### src/hw/rtl/kvt_pkg.sv
// Shared constants, codes and word types of the key-value table.
package kvt_pkg;

  localparam int unsigned KvtTableDepth = 16;
  localparam int unsigned KvtKeyBits    = 16;
  localparam int unsigned KvtValueBits  = 8;
  localparam int unsigned KvtCountBits  = 5;

  typedef enum logic [1:0] {
    FuncPut   = 2'd0,
    FuncFind  = 2'd1,
    FuncErase = 2'd2
  } kvt_func_e;

  typedef enum logic [1:0] {
    StatusHit  = 2'd0,
    StatusDone = 2'd1,
    StatusMiss = 2'd2,
    StatusFull = 2'd3
  } kvt_status_e;

  typedef enum logic [2:0] {
    StClear,
    StIdle,
    StScan,
    StWrite,
    StResp
  } kvt_state_e;

  typedef struct packed {
    logic [1:0]              func;
    logic [KvtKeyBits-1:0]   key;
    logic [KvtValueBits-1:0] value;
  } kvt_req_t;

  typedef struct packed {
    logic                    found;
    logic [KvtValueBits-1:0] read_value;
    kvt_status_e             status;
    logic [KvtCountBits-1:0] entry_count;
  } kvt_resp_t;

  typedef struct packed {
    logic                    valid;
    logic [KvtKeyBits-1:0]   key;
    logic [KvtValueBits-1:0] value;
  } kvt_entry_t;

endpackage

### src/hw/rtl/key_value_table_top.sv
// Top level of the key-value table: sequencer, entry memory and output register.
// A fixed-capacity table of TableDepth entries that maps a key to a value. Each request word
// (put, find or erase) sweeps the entry memory through its single read port, one entry per
// cycle, then writes back the entry that a put or a hit erase changes. A new request is not
// taken until the result of the last one has left the sequencer. The result word waits in an
// output register, so a stalled result does not hold back the next request. After reset a
// clearing pass marks every entry free; in_stall_o stays high during that pass.
module key_value_table_top import kvt_pkg::*; #(
  parameter int unsigned TableDepth = KvtTableDepth
) (
  input  logic      clk_i,
  input  logic      rst_ni,
  input  logic      in_valid_i,
  output logic      in_stall_o,
  input  kvt_req_t  in_word_i,
  output logic      out_valid_o,
  input  logic      out_stall_i,
  output kvt_resp_t out_word_o
);

  localparam int unsigned IdxBits = (TableDepth > 1) ? $clog2(TableDepth) : 1;

  logic res_valid;
  logic res_ready;
  kvt_resp_t res_word;
  logic mem_we;
  logic [IdxBits-1:0] mem_waddr;
  kvt_entry_t mem_wdata;
  logic mem_re;
  logic [IdxBits-1:0] mem_raddr;
  kvt_entry_t mem_rdata;
  logic out_valid_q, out_valid_d;
  kvt_resp_t out_word_q, out_word_d;

  kvt_ctrl #(
    .Depth   (TableDepth),
    .IdxBits (IdxBits)
  ) u_ctrl (
    .clk_i       (clk_i),
    .rst_ni      (rst_ni),
    .in_valid_i  (in_valid_i),
    .in_stall_o  (in_stall_o),
    .in_word_i   (in_word_i),
    .res_valid_o (res_valid),
    .res_ready_i (res_ready),
    .res_word_o  (res_word),
    .mem_we_o    (mem_we),
    .mem_waddr_o (mem_waddr),
    .mem_wdata_o (mem_wdata),
    .mem_re_o    (mem_re),
    .mem_raddr_o (mem_raddr),
    .mem_rdata_i (mem_rdata)
  );

  kvt_mem #(
    .Depth   (TableDepth),
    .IdxBits (IdxBits)
  ) u_mem (
    .clk_i   (clk_i),
    .we_i    (mem_we),
    .waddr_i (mem_waddr),
    .wdata_i (mem_wdata),
    .re_i    (mem_re),
    .raddr_i (mem_raddr),
    .rdata_o (mem_rdata)
  );

  assign res_ready = !out_valid_q || !out_stall_i;

  always_comb begin
    out_valid_d = out_valid_q;
    out_word_d  = out_word_q;
    if (res_valid && res_ready) begin
      out_valid_d = 1'b1;
      out_word_d  = res_word;
    end else if (!out_stall_i) begin
      out_valid_d = 1'b0;
    end
  end

  always_ff @(posedge clk_i or negedge rst_ni) begin
    if (!rst_ni) begin
      out_valid_q <= 1'b0;
    end else begin
      out_valid_q <= out_valid_d;
    end
  end

  always_ff @(posedge clk_i) begin
    out_word_q <= out_word_d;
  end

  assign out_valid_o = out_valid_q;
  assign out_word_o  = out_word_q;

  assert property (@(posedge clk_i) disable iff (!rst_ni)
    in_valid_i && !in_stall_o |=> in_stall_o)
    else $error("Request accepted while the previous one is still in the sweep.");

  assert property (@(posedge clk_i) disable iff (!rst_ni)
    out_valid_o |-> (TableDepth >= 32) || (out_word_o.entry_count <= TableDepth))
    else $error("Entry count exceeds the table depth.");

  assert property (@(posedge clk_i) disable iff (!rst_ni)
    out_valid_o && (out_word_o.read_value != '0) |->
      out_word_o.found && (out_word_o.status == StatusHit))
    else $error("Read value is nonzero without a hit.");

  assert property (@(posedge clk_i) disable iff (!rst_ni)
    out_valid_o && ((out_word_o.status == StatusFull) || (out_word_o.status == StatusMiss)) |->
      !out_word_o.found)
    else $error("Found is set on a full or not-found result.");

endmodule

### src/hw/rtl/kvt_mem.sv
// Entry memory of the key-value table: one write port, one registered read port.
module kvt_mem import kvt_pkg::*; #(
  parameter int unsigned Depth   = KvtTableDepth,
  parameter int unsigned IdxBits = (Depth > 1) ? $clog2(Depth) : 1
) (
  input  logic               clk_i,
  input  logic               we_i,
  input  logic [IdxBits-1:0] waddr_i,
  input  kvt_entry_t         wdata_i,
  input  logic               re_i,
  input  logic [IdxBits-1:0] raddr_i,
  output kvt_entry_t         rdata_o
);

  kvt_entry_t mem_q [Depth];
  kvt_entry_t rdata_q;

  always_ff @(posedge clk_i) begin
    if (we_i) begin
      mem_q[waddr_i] <= wdata_i;
    end
    if (re_i) begin
      rdata_q <= mem_q[raddr_i];
    end
  end

  assign rdata_o = rdata_q;

endmodule

### src/hw/rtl/kvt_ctrl.sv
// Sequencer of the key-value table: clearing pass, entry sweep, write-back and result.
module kvt_ctrl import kvt_pkg::*; #(
  parameter int unsigned Depth   = KvtTableDepth,
  parameter int unsigned IdxBits = (Depth > 1) ? $clog2(Depth) : 1
) (
  input  logic               clk_i,
  input  logic               rst_ni,
  input  logic               in_valid_i,
  output logic               in_stall_o,
  input  kvt_req_t           in_word_i,
  output logic               res_valid_o,
  input  logic               res_ready_i,
  output kvt_resp_t          res_word_o,
  output logic               mem_we_o,
  output logic [IdxBits-1:0] mem_waddr_o,
  output kvt_entry_t         mem_wdata_o,
  output logic               mem_re_o,
  output logic [IdxBits-1:0] mem_raddr_o,
  input  kvt_entry_t         mem_rdata_i
);

  localparam int unsigned CntBits = $clog2(Depth + 1);
  localparam int unsigned ExtBits = (CntBits > KvtCountBits) ? CntBits : KvtCountBits;

  kvt_state_e state_q, state_d;
  kvt_req_t req_q, req_d;
  logic [CntBits-1:0] cnt_q, cnt_d;
  logic [CntBits-1:0] occ_q, occ_d;
  logic hit_q, hit_d;
  logic [IdxBits-1:0] hit_idx_q, hit_idx_d;
  logic [KvtValueBits-1:0] hit_val_q, hit_val_d;
  logic free_q, free_d;
  logic [IdxBits-1:0] free_idx_q, free_idx_d;
  kvt_resp_t res_q, res_d;
  logic [IdxBits-1:0] cmp_idx;
  logic [ExtBits-1:0] occ_ext;

  assign cmp_idx = cnt_q[IdxBits-1:0] - 1'b1;
  assign occ_ext = ExtBits'(occ_d);

  always_ff @(posedge clk_i or negedge rst_ni) begin
    if (!rst_ni) begin
      state_q <= StClear;
      cnt_q   <= '0;
      occ_q   <= '0;
      hit_q   <= 1'b0;
      free_q  <= 1'b0;
    end else begin
      state_q <= state_d;
      cnt_q   <= cnt_d;
      occ_q   <= occ_d;
      hit_q   <= hit_d;
      free_q  <= free_d;
    end
  end

  always_ff @(posedge clk_i) begin
    req_q      <= req_d;
    hit_idx_q  <= hit_idx_d;
    hit_val_q  <= hit_val_d;
    free_idx_q <= free_idx_d;
    res_q      <= res_d;
  end

  always_comb begin
    state_d     = state_q;
    req_d       = req_q;
    cnt_d       = cnt_q;
    occ_d       = occ_q;
    hit_d       = hit_q;
    hit_idx_d   = hit_idx_q;
    hit_val_d   = hit_val_q;
    free_d      = free_q;
    free_idx_d  = free_idx_q;
    res_d       = res_q;
    in_stall_o  = 1'b1;
    res_valid_o = 1'b0;
    mem_we_o    = 1'b0;
    mem_waddr_o = cnt_q[IdxBits-1:0];
    mem_wdata_o = '0;
    mem_re_o    = 1'b0;
    mem_raddr_o = cnt_q[IdxBits-1:0];

    case (state_q)
      StClear: begin
        mem_we_o = 1'b1;
        cnt_d    = cnt_q + 1'b1;
        if (cnt_q == CntBits'(Depth - 1)) begin
          cnt_d   = '0;
          state_d = StIdle;
        end
      end
      StIdle: begin
        in_stall_o = 1'b0;
        if (in_valid_i) begin
          req_d   = in_word_i;
          cnt_d   = '0;
          hit_d   = 1'b0;
          free_d  = 1'b0;
          state_d = StScan;
        end
      end
      StScan: begin
        mem_re_o = (cnt_q != CntBits'(Depth));
        cnt_d    = cnt_q + 1'b1;
        if (cnt_q != '0) begin
          if (mem_rdata_i.valid && (mem_rdata_i.key == req_q.key) && !hit_q) begin
            hit_d     = 1'b1;
            hit_idx_d = cmp_idx;
            hit_val_d = mem_rdata_i.value;
          end
          if (!mem_rdata_i.valid && !free_q) begin
            free_d     = 1'b1;
            free_idx_d = cmp_idx;
          end
        end
        if (cnt_q == CntBits'(Depth)) begin
          state_d = StWrite;
        end
      end
      StWrite: begin
        res_d.found      = 1'b0;
        res_d.read_value = '0;
        res_d.status     = StatusMiss;
        mem_waddr_o      = hit_idx_q;
        mem_wdata_o      = '{valid: 1'b1, key: req_q.key, value: req_q.value};
        case (req_q.func)
          FuncPut: begin
            if (hit_q) begin
              mem_we_o     = 1'b1;
              res_d.found  = 1'b1;
              res_d.status = StatusHit;
            end else if (free_q) begin
              mem_we_o     = 1'b1;
              mem_waddr_o  = free_idx_q;
              occ_d        = occ_q + 1'b1;
              res_d.status = StatusDone;
            end else begin
              res_d.status = StatusFull;
            end
          end
          FuncFind: begin
            if (hit_q) begin
              res_d.found      = 1'b1;
              res_d.read_value = hit_val_q;
              res_d.status     = StatusHit;
            end
          end
          FuncErase: begin
            if (hit_q) begin
              mem_we_o          = 1'b1;
              mem_wdata_o.valid = 1'b0;
              occ_d             = occ_q - 1'b1;
              res_d.found       = 1'b1;
              res_d.status      = StatusDone;
            end
          end
          default: begin
          end
        endcase
        res_d.entry_count = occ_ext[KvtCountBits-1:0];
        state_d           = StResp;
      end
      StResp: begin
        res_valid_o = 1'b1;
        if (res_ready_i) begin
          state_d = StIdle;
        end
      end
      default: begin
        state_d = StIdle;
      end
    endcase
  end

  assign res_word_o = res_q;

endmodule
### config.mk
export PLATFORM = sky130hd
export DESIGN_NAME = key_value_table_top
export DESIGN_NICKNAME = d
export VERILOG_FILES = /design/src/hw/rtl/kvt_pkg.sv /design/src/hw/rtl/key_value_table_top.sv /design/src/hw/rtl/kvt_mem.sv /design/src/hw/rtl/kvt_ctrl.sv
export SDC_FILE = /design/constraint.sdc
export NUM_CORES = 1
export LEC_CHECK = 0
export BUFFER_PORTS_ARGS = -buffer_cell sky130_fd_sc_hd__buf_2
export CAP_MARGIN = 20
export CORE_MARGIN = 3
export CORE_UTILIZATION = 40
export CTS_BUF_LIST = sky130_fd_sc_hd__clkbuf_4
export CTS_CLUSTER_DIAMETER = 30
export DETAILED_ROUTE_END_ITERATION = 8
export PLACE_DENSITY = 0.56
export SLEW_MARGIN = 5
export SYNTH_ARGS = -nofsm -noshare
export SYNTH_HDL_FRONTEND = slang
export SYNTH_SLANG_ARGS = --single-unit
### constraint.sdc
create_clock -name clk_i -period 5.06 [get_ports clk_i]
set_input_delay 0.759 -clock clk_i [delete_from_list [all_inputs] [get_ports clk_i]]
set_output_delay 0.759 -clock clk_i [all_outputs]
set_load 0.02 [all_outputs]
## Word level (Yosys, flattened, before mapping)

Memory sizes are Yosys's and may differ from the RTL's. A register that Yosys moved wholly into a read port is not among the register bits.
Cells that the tools add are included.
W data, S select, Z words.

- Bits in registers: 90
- Bits in latches: 0
- RAM bits: 400
- Memory bits (read-only): 0
- Output and inout port bits: 18
- Word-level logic and storage cells: 112
- Memories kept: 1

- Add/sub/neg operators: 4
- $mul: 0
- Div/mod/pow operators: 0
- Order comparisons: 0
- Equality and inequality tests: 18
- Shifts and indexed selects: 0
- Muxes and demuxes: 45
- Bitwise logic cells: 0
- Reductions and logical operators: 24

Memories:

| name | depth | width | rd ports | clocked after memory_dff | write ports | RTL line | RTL |
|---|---|---|---|---|---|---|---|
| u_mem.mem_q | 16 | 25 | 1 | 1 | 1 | kvt_mem.sv:15 | `kvt_entry_t mem_q [Depth];` |

Operators by type and width:

| operator | number |
|---|---|
| $mux W5 | 6 |
| $mux W25 | 1 |
| $mux W1 | 17 |
| $eq A16 B16 Y1 | 1 |
| $mux W4 | 4 |
| $pmux W3 S5 | 1 |
| $pmux W5 S3 | 1 |
| $mux W3 | 4 |
| $ne A2 B1 Y1 const B | 6 |
| $reduce_and A4 Y1 | 3 |
| $mux W11 | 1 |
| $add A5 B1 Y5 const B | 2 |
| $pmux W1 S2 | 5 |
| $pmux W5 S2 | 1 |
| $eq A3 B2 Y1 const B | 2 |
| $mux W2 | 3 |
| $pmux W2 S3 | 1 |
| $reduce_and A2 Y1 | 3 |
| $reduce_and A3 Y1 | 2 |
| $eq A5 B4 Y1 const B | 1 |
| $eq A5 B5 Y1 const B | 1 |
| $logic_not A1 Y1 | 5 |
| $ne A5 B5 Y1 const B | 1 |
| $reduce_bool A5 Y1 | 1 |
| other kinds (14) | 18 |

## Depth between registers and ports, before layout

Gate-level depths: netlist of run 1.

- Word-level depth: 6
- Depth in mapped cells: 8
- Gate-level depth less buffers: 7

## Modules after synthesis

From an unflattened synthesis of run 1, not the netlist that was laid out.

- Cell total of the unflattened synthesis: 940
- Area, all modules: 19675.1 µm²

Modules (own cells, without submodules):

| module | instances | cells each | area each (µm²) | sequential area each (µm²) |
|---|---|---|---|---|
| kvt_mem | 1 | 660 | 15801.4 | 12762.2 |
| kvt_ctrl | 1 | 260 | 3345.7 | 2117.0 |
| key_value_table_top | 1 | 20 | 528.0 | 505.5 |

## Least setup slack after synthesis of run 1

Ideal clock, no wire load.

- Path kind: reg2reg
- Start point: reg u_ctrl.req_q[25] in the netlist's numbering
- End point: mem u_mem.mem_q[0][0] in the netlist's numbering, enable pin
- Library setup time: 0.480 ns
- Arrival: 4.209 ns
- Required time: 4.580 ns
- Path slack: 0.371 ns
- Stages on the path, launching flop included: 6
- Clock period less this slack: 4.689 ns
- Cell sequence: edfxtp_1 buf_4 nor4b_4 mux2i_1 a21oi_1 nor4b_1

- Word-level cells in the longest chain between the ends: 5
- Elaborated cells between the ends (all ways): 8

Ends and longest elaborated chain:

| item | RTL line | RTL |
|---|---|---|
| start: declaration | kvt_ctrl.sv:26 | `kvt_req_t req_q, req_d;` |
| start signal: assignment | kvt_ctrl.sv:58 | `req_q <= req_d;` |
| $eq A2 B2 Y1 / $logic_not A2 Y1 (equally long branches) | kvt_ctrl.sv:127 | `case (req_q.func)` |
| $pmux W1 S2 | kvt_ctrl.sv:127 |  |
| $pmux W1 S2 | kvt_ctrl.sv:84 | `case (state_q)` |
| $mux W1 | kvt_mem.sv:19 | `if (we_i) begin` |
| $mux W1 (not written as such) | kvt_mem.sv:20 | `mem_q[waddr_i] <= wdata_i;` |
| end: declaration | kvt_mem.sv:15 |  |

Several ways; a longest one is shown, not always the timed one.

## Worst setup path in the final report of run 1

- Start point: reg u_ctrl.req_q[25] in the netlist's numbering
- End point: mem u_mem.mem_q[2][17] in the netlist's numbering, enable pin

Same word-level chain as after synthesis.

==> results of run 1 <==
cells in the mapped netlist, types with 2 or more instances:
| library cell | number |
|---|---|
| nor2_1 | 9 |
| xnor2_1 | 5 |
| buf_2 | 14 |
| a31oi_1 | 6 |
| nand3_1 | 3 |
| nand2b_1 | 7 |
| nand3b_1 | 3 |
| mux2i_1 | 4 |
| ha_1 | 7 |
| nor4_1 | 12 |
| xor2_1 | 17 |
| mux4_2 | 125 |
| dfrtp_1 | 16 |
| o22ai_1 | 2 |
| nor3b_1 | 2 |
| buf_4 | 2 |
| and4_1 | 2 |
| nand2_1 | 10 |
| and3_1 | 2 |
| nor4b_2 | 3 |
| and2_1 | 33 |
| nor3_1 | 7 |
| clkbuf_1 | 23 |
| buf_1 | 4 |
| a21oi_1 | 11 |
| o2bb2ai_1 | 2 |
| mux2_2 | 2 |
| nor4b_1 | 6 |
| inv_1 | 11 |
| edfxtp_1 | 499 |
| o221ai_1 | 2 |
| o21ai_0 | 6 |
flip-flops by register name, summed over array words and instances (netlist names), 3 cells and up:
| signal | cells |
|---|---|
| u_mem.mem_q | 400 |
| u_ctrl.hit_val_q | 8 |
| u_mem.rdata_o | 25 |
| u_ctrl.state_q | 3 |
| out_word_o | 16 |
| u_ctrl.res_word_o | 16 |
| u_ctrl.occ_q | 5 |
| u_ctrl.hit_idx_q | 4 |
| u_ctrl.cnt_q | 5 |
| u_ctrl.free_idx_q | 4 |
| u_ctrl.req_q | 26 |
power by group through the flow:
stage / Combinational (W) / Clock, W / Sequential, W
after detailed placement: 0.00298 / 0 / 0.00605
after global placement: 0.00295 / 0 / 0.00604
after floorplan: 0.00221 / 0 / 0.00581
after global routing: 0.00318 / 0.00409 / 0.00602
after CTS: 0.00300 / 0.00382 / 0.00597
final: 0.00294 / 0.00368 / 0.00595
cells by family after synthesis:
family	Yosys count	synth area share, %
compound gates	41	1.419
simple gates	106	3.478
xor+xnor	22	0.9756
mux	131	14.57
flops	515	77.90
buf+inv	55	1.210
fa+ha+maj	7	0.4435
repair_timing:
item | in CTS | in global routing
hold buffers | 29 | 0
endpoints found under the setup margin | 0 | 0
setup buffers | 0 | 0
endpoints found under the hold margin | 46 | 0
cell type report:
cell class / count / area share [%]
flip-flops and latches: 515 / 66.59
multi-input cells: 307 / 18.41
clock buffers: 195 / 6.333
well taps: 656 / 3.551
repair buffers: 112 / 3.529
clock inverters: 45 / 1.375
inverters: 11 / 0.1786
diodes: 3 / 0.03247
final timing paths:
path,cells past startpoint,to,startpoint
max reg2reg,5,u_mem.mem_q[2][17],u_ctrl.req_q[25]
min in group clk_i,0,u_ctrl.hit_val_q[6],u_mem.rdata_o[6]
min reg2reg,0,u_ctrl.hit_val_q[6],u_mem.rdata_o[6]
max in group asynchronous,2,u_ctrl.cnt_q[0],rst_ni
min,2,out_valid_o,rst_ni
max,5,u_mem.mem_q[2][17],u_ctrl.req_q[25]
metal layers:
layer	track usage, %	vias up	share of wire [%]
li1	-	4185	-
met1	22.10	5015	44
met3	5.427	83	6.0
met5	0	-	0
met2	24.72	294	47
met4	6.650	0	2.5
per-stage QoR:
step	setup slack (ps)	cells	utilization (%)	cell area, µm²
floorplan	371.4	877	-	19750
global placement	1471	1570	43.56	21020
detailed placement	1340	1571	43.57	21020
CTS	1313	1840	47.87	23090
global route	1148	1844	47.91	23120
finish	1390	1844	47.91	23120
==> flow_metrics.py, run 1 <==
metrics = {
    "run_status": {
        "result_of_the_run": "finished clean",
    },
    "timing": {
        "finalHoldViolations": 0,
        "fin_hold_ws_ps": 282.3,
        "setup_viol": 0,
        "period_share_pct": 72.52,
        "rsz_0062_raised_after_global_routing": "false",
        "setup_tns_ps": 0,
        "max-slew-margin-rel_pct": 33.16,
        "fmax_mhz": 272.5,
        "slew_viol_final": 0,
        "skew_ps": 64.26,
        "final_period_minus_worst_setup_slack_ps": 3670,
        "max_slew.worst_pin.slew_ps": 1000,
    },
    "critical_path": {
        "timing_worst_setup_path_type": "flop to flop",
        "path_max_fanout": 19,
        "timing.critical_path.required_ps": 5610,
        "crit_path_buffers_inverters": 1,
        "critPathArrivalTime_ps": 4220,
        "worst_setup_path_end_kind": "flop",
        "path_cells": "nor4b_4 > mux2i_1 > a21oi_1 > nor4b_2 > buf_4",
        "cpMaxStageDelayCell": "nor4b_2",
        "critical_path.top_delay_family": "simple AND/OR/NAND/NOR gates",
        "reg2reg_slack_ps": 1390,
        "setup.worst_path.start_class": "flop",
        "critical-path-max-stage-delay_ps": 980,
    },
    "cells_and_area": {
        "areaGrowthSynthToFinish_pct": 17.06,
        "num-fill-cells": 4095,
        "layout.cells.most_common": "edfxtp_1",
        "final_cell_mix": "edfxtp_1 (499), clkbuf_4 (195), mux4_2 (125)",
        "post_route_cells_drive_above_1_share_pct": 38.65,
        "final_net_count": 1124,
        "combined_area_of_the_multi_input_logic_cells_mm2": 0.004255,
        "sequential_cell_area_mm2": 0.01539,
    },
    "clocking": {
        "cts_buffers": 140,
        "cts_repair_resize_count": 0,
        "worst_setup_hold_path_clk_slew_ps": 70,
        "clockBufferDepth": 3,
        "h-tree-depth": 4,
        "cts_tree": "done",
        "clock-sinks": 515,
        "clk_root_buffer_cell": "clkbuf_4",
        "clkLatencyLatePin_ps": 940,
    },
    "logic_synthesis": {
        "flop_and_latch_count_out_of_synthesis": 515,
        "synth_top_flop_cell": "edfxtp_1",
        "synth.yosys.seq_area_share_pct": 77.90,
        "synth_async_sr_flop_share_pct": 3.107,
        "synth-edff-count": 499,
        "yosys_warnings": 0,
        "synth_top_cells_by_area": "edfxtp_1 (76%), mux4_2 (14%), dfrtp_1 (2.0%), and2_1 (1.0%), xor2_1 (0.75%)",
        "synth_top_cell_by_area": "edfxtp_1",
        "postSynthCellCount": 877,
        "number_of_unique_standard_cell_types_used_by_synthesis": 52,
        "syn_area_mm2": 0.01975,
        "synthesis.nets": 914,
        "synth.avg_cell_area_um2": 22.52,
        "netlist.area_leader.share_pct": 75.87,
    },
    "floorplanning": {
        "die_area_mm2": 0.05208,
        "floorplan.rows": 80,
        "initial_core_util_pct": 40.93,
        "chipHeight_um": 228.2,
        "std_cell_core_area_mm2": 0.04825,
        "die_width_um": 228.2,
        "io-pin-count": 48,
    },
    "power": {
        "totalPowerFinal_w": 0.01257,
        "power.leakage_nw": 7.665,
        "power.internal_w": 0.008940,
        "combinational_share_of_power_pct": 23.4,
        "share_clk_of_total_power_pct": 29.2,
        "sequentialPowerShare_pct": 47.3,
        "power_per_cell_area_mw_per_mm2": 543.8,
        "switching_fraction_of_total_power_pct": 28.88,
        "ir_drop_mv": 0.2854,
        "netSwitchingPower_w": 0.003631,
    },
    "global_route": {
        "grt_overflow_total": 0,
        "grt_pass1_vias": 10100,
        "grt_max_degree": 78,
        "first_pass_grt_wire_length_um": 62620,
        "grt_util_all_layers_pct": 16.39,
        "antenna_violations_before_repair": 2,
    },
    "job": {
        "max_cap_viols": 0,
    },
    "route": {
        "totalWireLength_um": 41360,
        "post-route-drc-count": 0,
        "routed_wirelength_normalized_by_instance_count_um": 22.43,
        "routed-via-count": 9577,
        "drt_pre_antenna_iters": 4,
        "avgViaCountPerCell": 5.194,
        "drtIter0Drc": 686,
        "post_detailed_route_count_of_antenna_violating_nets": 0,
    },
    "placement": {
        "place_congestion": 0.7314,
        "hpwlAfterDp_um": 23100,
        "io_buffer_count": 47,
    },
    "worst_hold_path": {
        "hold_path.class": "input port to asynchronous set/reset pin",
    },
}
(Power assumes the default switching activity.)
==> inputs of run 2 (changes only) <==
--- a/config.mk
+++ b/config.mk
@@ -12,7 +12,7 @@
 export CTS_BUF_LIST = sky130_fd_sc_hd__clkbuf_4
 export CTS_CLUSTER_DIAMETER = 30
 export DETAILED_ROUTE_END_ITERATION = 8
-export PLACE_DENSITY = 0.56
+export PLACE_DENSITY = 0.54
 export SLEW_MARGIN = 5
 export SYNTH_ARGS = -nofsm -noshare
 export SYNTH_HDL_FRONTEND = slang
==> constraint.sdc (replaced) <==
create_clock -name clk_i -period 3.6 [get_ports clk_i]
set_input_delay 0.54 -clock clk_i [delete_from_list [all_inputs] [get_ports clk_i]]
set_output_delay 0.54 -clock clk_i [all_outputs]
set_load 0.02 [all_outputs]
==> flow_metrics.py, run 2 (same netlist as run 1, synthesis figures left out) <==
metrics = {
    "critical_path": {
        "critical_path.top_delay_family": "simple AND/OR/NAND/NOR gates",
        "crit_path_start": "u_ctrl.req_q[25]",
        "cpMaxStageDelayCell": "nor4b_4",
        "critPathArrivalTime_ps": 3550,
        "setup.worst_path.start_class": "flop",
        "timing_worst_setup_path_type": "flop to flop",
        "reg2reg_from": "u_ctrl.req_q[25]",
        "path_max_fanout": 17,
        "timing.critical_path.required_ps": 4140,
        "critical-path-max-stage-delay_ps": 660,
        "worst_setup_path_end_kind": "flop",
        "path_cells": "nor4b_4 > mux2i_1 > a21oi_1 > nor4_2 > buf_4",
        "crit_path_buffers_inverters": 1,
    },
    "route": {
        "drt_pre_antenna_iters": 5,
        "totalWireLength_um": 41760,
        "post-route-drc-count": 0,
        "post_detailed_route_count_of_antenna_violating_nets": 0,
        "avgViaCountPerCell": 5.141,
        "routed_wirelength_normalized_by_instance_count_um": 22.67,
        "drtIter0Drc": 797,
        "routed-via-count": 9470,
    },
    "floorplanning": {
        "die_area_mm2": 0.05208,
        "std_cell_core_area_mm2": 0.04825,
        "floorplan.rows": 80,
        "die_width_um": 228.2,
        "chipHeight_um": 228.2,
        "initial_core_util_pct": 40.93,
        "io-pin-count": 48,
    },
    "clocking": {
        "cts_buffers": 137,
        "worst_setup_hold_path_clk_slew_ps": 60,
        "clock-sinks": 515,
        "clockBufferDepth": 3,
        "cts_tree": "done",
        "h-tree-depth": 4,
        "post-cts-setup-buffers": 0,
        "clkLatencyLatePin_ps": 900,
        "clk_root_buffer_cell": "clkbuf_4",
    },
    "placement": {
        "io_buffer_count": 47,
        "place_congestion": 0.7340,
        "postPlaceCellArea_mm2": 0.02108,
        "hpwlAfterDp_um": 23360,
    },
    "global_route": {
        "grt_pass1_vias": 10070,
        "grt_max_degree": 107,
        "antenna_violations_before_repair": 1,
        "grt_overflow_total": 0,
        "grt_util_all_layers_pct": 16.64,
        "first_pass_grt_wire_length_um": 63750,
    },
    "power": {
        "power.leakage_nw": 7.706,
        "ir_drop_mv": 0.6071,
        "power.internal_w": 0.01259,
        "power_per_cell_area_mw_per_mm2": 762.5,
        "share_clk_of_total_power_pct": 28.9,
        "switching_fraction_of_total_power_pct": 28.64,
        "netSwitchingPower_w": 0.005055,
        "combinational_share_of_power_pct": 25.1,
        "sequentialPowerShare_pct": 46.0,
    },
    "timing": {
        "rsz_0062_raised_after_global_routing": "false",
        "max_slew.worst_pin.slew_ps": 1048,
        "fin_hold_ws_ps": 340.8,
        "finalHoldViolations": 0,
        "fmax_mhz": 332.3,
        "final_period_minus_worst_setup_slack_ps": 3009,
        "max-slew-margin-rel_pct": 30.15,
        "slew_viol_final": 0,
        "period_share_pct": 83.59,
        "skew_ps": 58.29,
        "setup_viol": 0,
    },
    "cells_and_area": {
        "areaGrowthSynthToFinish_pct": 17.21,
        "final_cell_mix": "edfxtp_1 (499), clkbuf_4 (197), mux4_2 (125)",
        "final_net_count": 1127,
        "finish.utilization_pct": 47.98,
        "layout.cells.most_common": "edfxtp_1",
        "num-fill-cells": 4077,
        "regMostFlops": "u_mem.mem_q",
        "flip_flop_count_of_the_largest_register_after_layout": 400,
        "post_route_cells_drive_above_1_share_pct": 38.90,
        "fin_area_mm2": 0.02315,
    },
    "job": {
        "max_cap_viols": 0,
    },
    "worst_hold_path": {
        "hold_path.class": "input port to flop",
        "holdCritStartpoint": "in_word_i[7]",
    },
    "run_status": {
        "result_of_the_run": "finished clean",
    },
}
## run 2: changes by cell type in the layout (fill, tap and decap cells not counted), moves of 2 or more
cell / change
clkinv_2: -2
diode_2: -2
clkbuf_4: +2
clkinv_4: +2
inv_2: +2
inv_6: -2
clkinv_1: -4
clkinvlp_4: -4
buf_4: +4
## run 2: routing by layer
metal  track usage (%)  routed length [µm]  vias up
met1             23.56               19570     4983
met4             6.926                 798        0
li1                  -                   -     4182
met3             4.778                2056       53
met2             24.34               19330      252
met5                 0                   0        -
## run 2: per-stage QoR
step	total power, W	TNS (ps)	setup slack [ps]	cells
final	0.01765	0	590.7	1842
after global routing	0.01868	0	395.1	1842
after CTS	0.01798	0	550.1	1840
after detailed placement	0.01274	0	611.9	1576
after global placement	0.01270	0	661.8	1576
after floorplan	0.01127	-290660	-1089	877
## run 2: worst reg2reg max path: cells and delay by family, from the launching register on
family / cells / cell delay [ps]
flops: 1 / 540
compound gates: 1 / 310
mux: 1 / 310
simple gates: 2 / 1080
buf+inv: 1 / 410
## run 2: path summary, 6_finish.rpt
check	slack, ps	cells after the start	end
max in group asynchronous	2160	3	u_ctrl.cnt_q[0]
min	340	2	u_ctrl.req_q[7]
min reg2reg	420	0	u_ctrl.hit_val_q[0]
max	590	5	u_mem.mem_q[10][2]
min in group asynchronous	820	3	u_ctrl.cnt_q[4]
max reg2reg	590	5	u_mem.mem_q[10][2]
## run 2: cell type report
class | instances | area, µm² | area share, %
Tap cell | 656 | 820.8 | 3.546
Timing Repair Buffer | 118 | 875.8 | 3.784
Clock buffer | 197 | 1479 | 6.389
Sequential cell | 515 | 15390 | 66.50
Antenna cell | 1 | 2.502 | 0.01081
Inverter | 11 | 41.29 | 0.1784
Multi-Input combinational cell | 307 | 4264 | 18.42
Clock inverter | 37 | 270.3 | 1.168
## run 2: repair_timing
item                                   CTS  global route
endpoints found under the hold margin   47             0
gates resized for setup                  0             0
hold buffers                            30             0
## run 2: power by group through the flow
stage	clock network, W	logic (W)	registers [W]
5_1_grt	0.00569	0.00479	0.00820
3_3_place_gp	0	0.00447	0.00823
2_1_floorplan	0	0.00311	0.00816
3_5_place_dp	0	0.00450	0.00825
4_1_cts	0.00532	0.00454	0.00813
6_report	0.00510	0.00443	0.00812
